## config.mk

```make
export PLATFORM = sky130hd
export DESIGN_NAME = source_token_boundary_marker_core
export DESIGN_NICKNAME = d
export VERILOG_FILES = /design/src/stbm_pkg.sv /design/src/source_token_boundary_marker_core.sv
export SDC_FILE = /design/constraint.sdc
export NUM_CORES = 1
export LEC_CHECK = 0
export ABC_AREA = 1
export BUFFER_PORTS_ARGS = -buffer_cell sky130_fd_sc_hd__buf_2
export CORE_MARGIN = 2
export CORE_UTILIZATION = 29
export DETAILED_ROUTE_END_ITERATION = 8
export GPL_TIMING_DRIVEN = 0
export PLACE_DENSITY = 0.56
export SLEW_MARGIN = 20
export SYNTH_ARGS = -nofsm -noshare
export SYNTH_HDL_FRONTEND = slang
export SYNTH_SLANG_ARGS = --single-unit
```

## constraint.sdc

```tcl
create_clock -name clock -period 3.7 [get_ports clock]
set_clock_uncertainty 0.1 [all_clocks]
set_input_delay 0.185 -clock clock [delete_from_list [all_inputs] [get_ports clock]]
set_output_delay 0.185 -clock clock [all_outputs]
set_load 0.02 [all_outputs]
```

## src/stbm_pkg.sv

```systemverilog
// ----------------------------------------------------------------------------
// stbm_pkg: shared types and constants for the token boundary marker
// Character codes, lexer mode and token class codes, the response record,
// and the character classification functions.
// ----------------------------------------------------------------------------
`default_nettype none

package stbm_pkg;

   // Character codes
   localparam logic [7:0] CH_BSLASH  = 8'h5C;
   localparam logic [7:0] CH_DQUOTE  = 8'h22;
   localparam logic [7:0] CH_SQUOTE  = 8'h27;
   localparam logic [7:0] CH_DASH    = 8'h2D;
   localparam logic [7:0] CH_GT      = 8'h3E;
   localparam logic [7:0] CH_COLON   = 8'h3A;
   localparam logic [7:0] CH_DOT     = 8'h2E;
   localparam logic [7:0] CH_SPACE   = 8'h20;
   localparam logic [7:0] CH_TAB     = 8'h09;
   localparam logic [7:0] CH_UNDER   = 8'h5F;
   localparam logic [7:0] CH_LBRACE  = 8'h7B;
   localparam logic [7:0] CH_RBRACE  = 8'h7D;
   localparam logic [7:0] CH_LBRACK  = 8'h5B;
   localparam logic [7:0] CH_RBRACK  = 8'h5D;
   localparam logic [7:0] CH_LPAREN  = 8'h28;
   localparam logic [7:0] CH_RPAREN  = 8'h29;
   localparam logic [7:0] CH_SEMI    = 8'h3B;
   localparam logic [7:0] CH_COMMA   = 8'h2C;
   localparam logic [7:0] CH_LT      = 8'h3C;
   localparam logic [7:0] CH_AMP     = 8'h26;
   localparam logic [7:0] CH_STAR    = 8'h2A;
   localparam logic [7:0] CH_PLUS    = 8'h2B;
   localparam logic [7:0] CH_EQ      = 8'h3D;
   localparam logic [7:0] CH_SLASH   = 8'h2F;
   localparam logic [7:0] CH_TILDE   = 8'h7E;

   // Lexer mode codes
   localparam logic [1:0] MODE_NORMAL = 2'd0;
   localparam logic [1:0] MODE_STR    = 2'd1;
   localparam logic [1:0] MODE_CHR    = 2'd2;

   // Open token class codes
   localparam logic [2:0] CLS_EMPTY = 3'd0;
   localparam logic [2:0] CLS_IDENT = 3'd1;
   localparam logic [2:0] CLS_DASH  = 3'd2;
   localparam logic [2:0] CLS_COLON = 3'd3;
   localparam logic [2:0] CLS_DOT1  = 3'd4;
   localparam logic [2:0] CLS_DOT2  = 3'd5;
   localparam logic [2:0] CLS_OTHER = 3'd6;

   // One response
   typedef struct packed {
      logic [7:0] out_char;
      logic       keep;
      logic       starts_token;
      logic       in_literal;
   } rsp_type;

   function automatic logic is_alpha_u(input logic [7:0] c);
      return ((c >= 8'h61) && (c <= 8'h7A)) || ((c >= 8'h41) && (c <= 8'h5A))
             || (c == CH_UNDER);
   endfunction

   function automatic logic is_word(input logic [7:0] c);
      return is_alpha_u(c) || ((c >= 8'h30) && (c <= 8'h39));
   endfunction

   function automatic logic is_single_punct(input logic [7:0] c);
      logic r;
      case (c)
         CH_LBRACE, CH_RBRACE, CH_LBRACK, CH_RBRACK, CH_LPAREN, CH_RPAREN,
         CH_SEMI, CH_COMMA, CH_LT, CH_AMP, CH_STAR, CH_PLUS,
         CH_DASH, CH_EQ, CH_SLASH, CH_TILDE: r = 1'b1;
         default:                           r = 1'b0;
      endcase
      return r;
   endfunction

endpackage

`default_nettype wire

```

## src/source_token_boundary_marker_core.sv

```systemverilog
// ----------------------------------------------------------------------------
// source_token_boundary_marker_core: token boundary marker for C-like text
// Classifies one source byte per request: kept or dropped whitespace, start
// of a new token, and inside a string or character literal.
// ----------------------------------------------------------------------------
// One request per clock cycle, sustained while req_stall is low. Each byte is
// classified by short logic against the lexer state and is registered in the
// response register, or in the skid entry if a stalled response holds it. A
// two-entry stage (main register plus skid) decouples the sides, so req_stall
// rises only when both entries hold responses that rsp_stall has kept from
// leaving. A request with last_char set resets the lexer state for the next file.
`default_nettype none

module source_token_boundary_marker_core
   import stbm_pkg::*;
(
   input  wire        clock,
   input  wire        reset,
   input  wire        req_valid,
   output logic       req_stall,
   input  wire  [7:0] req_ch,
   input  wire        req_last_char,
   output logic       rsp_valid,
   input  wire        rsp_stall,
   output logic [7:0] rsp_out_char,
   output logic       rsp_keep,
   output logic       rsp_starts_token,
   output logic       rsp_in_literal
);

   logic [1:0] lex_mode_ff, lex_mode_in;
   logic       escape_ff, escape_in;
   logic [2:0] token_class_ff, token_class_in;

   rsp_type    rsp_ff, rsp_in;
   rsp_type    skid_ff, skid_in;
   logic       rsp_valid_ff, rsp_valid_in;
   logic       skid_valid_ff, skid_valid_in;

   rsp_type    new_rsp;
   logic       req_take;
   logic       rsp_take;
   logic [1:0] mode_nx;
   logic       esc_nx;
   logic [2:0] cls_nx;
   logic [7:0] closer;

   assign req_stall = skid_valid_ff;
   assign req_take  = req_valid && !skid_valid_ff;
   assign rsp_take  = rsp_valid_ff && !rsp_stall;

   // Byte classification and lexer state update
   always_comb begin
      mode_nx              = lex_mode_ff;
      esc_nx               = escape_ff;
      cls_nx               = token_class_ff;
      new_rsp.out_char     = req_ch;
      new_rsp.keep         = 1'b1;
      new_rsp.starts_token = 1'b0;
      new_rsp.in_literal   = 1'b0;
      closer               = (lex_mode_ff == MODE_STR) ? CH_DQUOTE : CH_SQUOTE;

      if ((lex_mode_ff == MODE_STR) || (lex_mode_ff == MODE_CHR)) begin
         new_rsp.in_literal = 1'b1;
         if (escape_ff) begin
            esc_nx = 1'b0;
         end else if (req_ch == CH_BSLASH) begin
            esc_nx = 1'b1;
         end else if (req_ch == closer) begin
            mode_nx = MODE_NORMAL;
            cls_nx  = CLS_EMPTY;
         end
      end else begin
         if ((req_ch == CH_DQUOTE) || (req_ch == CH_SQUOTE)) begin
            new_rsp.starts_token = 1'b1;
            new_rsp.in_literal   = 1'b1;
            mode_nx = (req_ch == CH_DQUOTE) ? MODE_STR : MODE_CHR;
            esc_nx  = 1'b0;
            cls_nx  = CLS_OTHER;
         end else if (is_single_punct(req_ch)) begin
            new_rsp.starts_token = 1'b1;
            cls_nx = (req_ch == CH_DASH) ? CLS_DASH : CLS_OTHER;
         end else if (req_ch == CH_GT) begin
            // "->" stays one token
            new_rsp.starts_token = (token_class_ff != CLS_DASH);
            cls_nx = CLS_OTHER;
         end else if (req_ch == CH_COLON) begin
            if (token_class_ff == CLS_COLON) begin
               cls_nx = CLS_OTHER;
            end else begin
               new_rsp.starts_token = 1'b1;
               cls_nx = CLS_COLON;
            end
         end else if (req_ch == CH_DOT) begin
            // up to three dots form one token
            if (token_class_ff == CLS_DOT1) begin
               cls_nx = CLS_DOT2;
            end else if (token_class_ff == CLS_DOT2) begin
               cls_nx = CLS_OTHER;
            end else begin
               new_rsp.starts_token = 1'b1;
               cls_nx = CLS_DOT1;
            end
         end else if ((req_ch == CH_SPACE) || (req_ch == CH_TAB)) begin
            new_rsp.keep = 1'b0;
            cls_nx = CLS_EMPTY;
         end else if (token_class_ff == CLS_IDENT) begin
            cls_nx = is_word(req_ch) ? CLS_IDENT : CLS_OTHER;
         end else begin
            new_rsp.starts_token = 1'b1;
            cls_nx = is_alpha_u(req_ch) ? CLS_IDENT : CLS_OTHER;
         end
      end

      lex_mode_in    = lex_mode_ff;
      escape_in      = escape_ff;
      token_class_in = token_class_ff;
      if (req_take) begin
         if (req_last_char) begin
            lex_mode_in    = MODE_NORMAL;
            escape_in      = 1'b0;
            token_class_in = CLS_EMPTY;
         end else begin
            lex_mode_in    = mode_nx;
            escape_in      = esc_nx;
            token_class_in = cls_nx;
         end
      end
   end

   // Response register and skid entry
   always_comb begin
      rsp_in        = rsp_ff;
      skid_in       = skid_ff;
      rsp_valid_in  = rsp_valid_ff;
      skid_valid_in = skid_valid_ff;
      if (rsp_take) begin
         if (skid_valid_ff) begin
            rsp_in        = skid_ff;
            skid_valid_in = 1'b0;
         end else if (req_take) begin
            rsp_in = new_rsp;
         end else begin
            rsp_valid_in = 1'b0;
         end
      end else if (req_take) begin
         if (rsp_valid_ff) begin
            skid_in       = new_rsp;
            skid_valid_in = 1'b1;
         end else begin
            rsp_in       = new_rsp;
            rsp_valid_in = 1'b1;
         end
      end
   end

   always_ff @(posedge clock) begin
      if (reset) begin
         lex_mode_ff    <= MODE_NORMAL;
         escape_ff      <= 1'b0;
         token_class_ff <= CLS_EMPTY;
         rsp_valid_ff   <= 1'b0;
         skid_valid_ff  <= 1'b0;
      end else begin
         lex_mode_ff    <= lex_mode_in;
         escape_ff      <= escape_in;
         token_class_ff <= token_class_in;
         rsp_valid_ff   <= rsp_valid_in;
         skid_valid_ff  <= skid_valid_in;
      end
   end

   always_ff @(posedge clock) begin
      rsp_ff  <= rsp_in;
      skid_ff <= skid_in;
   end

   assign rsp_valid        = rsp_valid_ff;
   assign rsp_out_char     = rsp_ff.out_char;
   assign rsp_keep         = rsp_ff.keep;
   assign rsp_starts_token = rsp_ff.starts_token;
   assign rsp_in_literal   = rsp_ff.in_literal;

endmodule

`default_nettype wire

```

==> out/metrics.yaml <==
core_area_sq_um: 5820
fin_nets: 267
synth_area_sq_um: 1720
synth_top_family_by_area: "simple AND/OR/NAND/NOR gates"
design_area_sq_um: 2050
status: "completed"
yosysWarnings: 0
ant_nets: 0
via_per_inst: 4.58
ys_types: 22
diodes: 0
fmax_ghz: 0.467
grt_setup_unrepaired: "false"
wl_per_cell_um: 11.3
cts_root_buf: "clkbuf_8"
p_sw_uw: 228
grt_pass1_vias: 1295
die_area_sq_um: 6550
worst-setup-path-type: "flop to flop"
cts_setup_buffers: 0
syn2layout_area_growth_pct: 19.7
seq_power_share_pct: 46.1
fp-row-count: 28
crit_path_end_kind: "flop"
min_period_ns: 2.14
antenna_found_initial: 0
synth.area.mux_share_pct: 0
syn_nets: 234
p_int_uw: 626
worstPathArrival_ns: 1.95
start_util_pct: 29.5
drv_slew: 0
finalSetupViolCount: 0
powerDensity_nw_per_um2: 416
startpoint_type: "flop"
drt_first_pass_iters: 4
drive_above_1_share_pct: 21.7
drc: 0
insertion_delay_ns: 0.28
synth_compound_area_share_pct: 9.92
cts_made_buffers: 5
syn_inst: 219
numPortBuffers: 25
clk_pin_slew_ns: 0.07
hold_viol: 0
drtIter0Drc: 69
hold_ws_ns: 0.0140
ys_seq_area_share_pct: 47.8
r2r_setup_slack_ns: 1.56
drt-total-wl_mm: 3.70
fillers: 655
cts_tree: "yes"
hpwl_mm: 2.92
cp.required_ns: 3.51
track_usage_pct: 12.1
placed_cell_area_sq_um: 1930
synth-seq-cells: 30
multiInputGateArea_sq_um: 766
fin_tns_setup_ns: 0
post-route-period-util_pct: 57.8
grt_start_max_net_pins: 12
grt_first_pass_wirelength_mm: 5.93
postCtsResizedCells: 0
p_clk_share_pct: 38.2
relSlewSlack_pct: 34.2
fin_ws_ns: 1.56
vias: 1502
io_pins: 26
maxCapViolations: 0
path_max_fanout: 11
dp_slack_ns: 1.53
tightest_slew_ns: 0.984
clockBufferDepth: 2
synth_xor_area_share_pct: 0
gp_congestion: 0.892
overflow: 0
clock-sinks: 30
die_w_um: 80.9
peakVddDrop_mv: 0.153
regArea_sq_um: 821
die_h_um: 80.9
swShare_pct: 26.7
yosys.area_share.adder_pct: 1.46
power.static_leakage_nw: 0.857
synth_simple_gate_area_share_pct: 33.3
syn-mean-instance-area_sq_um: 7.83
cts_max_level: 2
pwr-share-comb_pct: 15.6
hp-class: "input pin to flop"
-- what timing repair did --
item | in CTS | in global routing
endpoints found under the hold margin | 1 | 0
endpoints found under the setup margin | 0 | 0
hold buffers | 1 | 0
-- area by class of cell --
cell class | instances | area share (%)
flip-flops and latches | 30 | 40.0
multi-input cells | 157 | 37.3
repair buffers | 26 | 6.58
clock inverters | 3 | 1.95
well taps | 75 | 4.57
clock buffers | 5 | 3.35
inverters | 30 | 5.48
plain buffers | 2 | 0.792
-- layout by cell type, fill, tap and decap left out, types with 4 or more instances in the layout --
master | synthesis | final
nand2_1 | 59 | 59
inv_1 | 28 | 28
buf_2 | 1 | 26
nor2_1 | 25 | 25
edfxtp_1 | 22 | 22
nand3_1 | 20 | 20
o21ai_0 | 17 | 17
dfxtp_1 | 8 | 8
a21oi_1 | 7 | 7
clkbuf_8 | 0 | 5
nor2_2 | 4 | 4
nor2_4 | 4 | 4
nand2_2 | 4 | 4
a21oi_2 | 4 | 4
-- worst paths after layout --
check / from / end / depth (start not counted)
max: rsp_valid / rsp_out_char[1] / 5
min: req_ch[3] / skid_ff[6] / 1
max reg2reg: rsp_valid / rsp_out_char[1] / 5
min reg2reg: lex_mode_ff[1] / lex_mode_ff[1] / 2
-- kinds of logic (layout without fill, tap and decap cells) --
group                    count (synthesis)  count (layout)
adder cells (fa/ha/maj)                  2               2
AO/OA/AOI/OAI                           30              30
flip-flops                              30              30
buffers and inverters                   32              66
AND/OR/NAND/NOR                        125             125
-- per-stage QoR --
step,util (%),std cells,power [mW]
floorplan,-,219,0.493
global placement,33.3,319,0.534
detailed placement,33.3,319,0.536
CTS,35.3,328,0.865
global route,35.3,328,0.895
finish,35.3,328,0.855
-- power groups by stage --
stage	Combinational [mW]	Clock (mW)	Sequential [mW]
floorplan	0.0759	0	0.417
global placement	0.133	0	0.401
detailed placement	0.134	0	0.402
CTS	0.135	0.336	0.395
global route	0.152	0.346	0.397
finish	0.134	0.327	0.394
-- per-layer routing --
| metal | wire (um) | up-vias | GRT usage (%) |
|---|---|---|---|
| met5 | 0 | - | 0 |
| met4 | 78 | 0 | 5.59 |
| met3 | 137 | 6 | 3.22 |
| met2 | 1740 | 29 | 20.3 |
| met1 | 1750 | 685 | 14.5 |
| li1 | - | 782 | - |
-- worst max-delay path, stage by stage (launching register included) --
cell and delay (ns):
dfxtp_1 0.39, inv_1 0.06, nor2_1 0.18, inv_1 0.10, ha_1 0.19, nor2_1 0.75
-- flip-flops by register name (all words and copies together), names as in the netlist --
name,flops
skid_ff,11
rsp_out_char,8
token_class_ff,3
lex_mode_ff,2
escape_ff,1
req_stall,1
rsp_in_literal,1
rsp_keep,1
rsp_starts_token,1
rsp_valid,1
-- synth_stat cells, drive strengths merged --
| cell | n | area share, % |
|---|---|---|
| nand2 | 64 | 15 |
| a31oi | 1 | 0.36 |
| nor3 | 3 | 0.88 |
| nand3 | 20 | 5.8 |
| a21oi | 11 | 4.1 |
| nand3b | 2 | 0.88 |
| edfxtp | 22 | 39 |
| o21ai | 18 | 5.5 |
| inv | 30 | 6.6 |
| nand4 | 3 | 1.1 |
| nor2 | 33 | 9.6 |
| buf | 2 | 0.95 |
| dfxtp | 8 | 9.3 |
| ha | 2 | 1.5 |
Note: power is estimated with default switching activity, not from simulation.
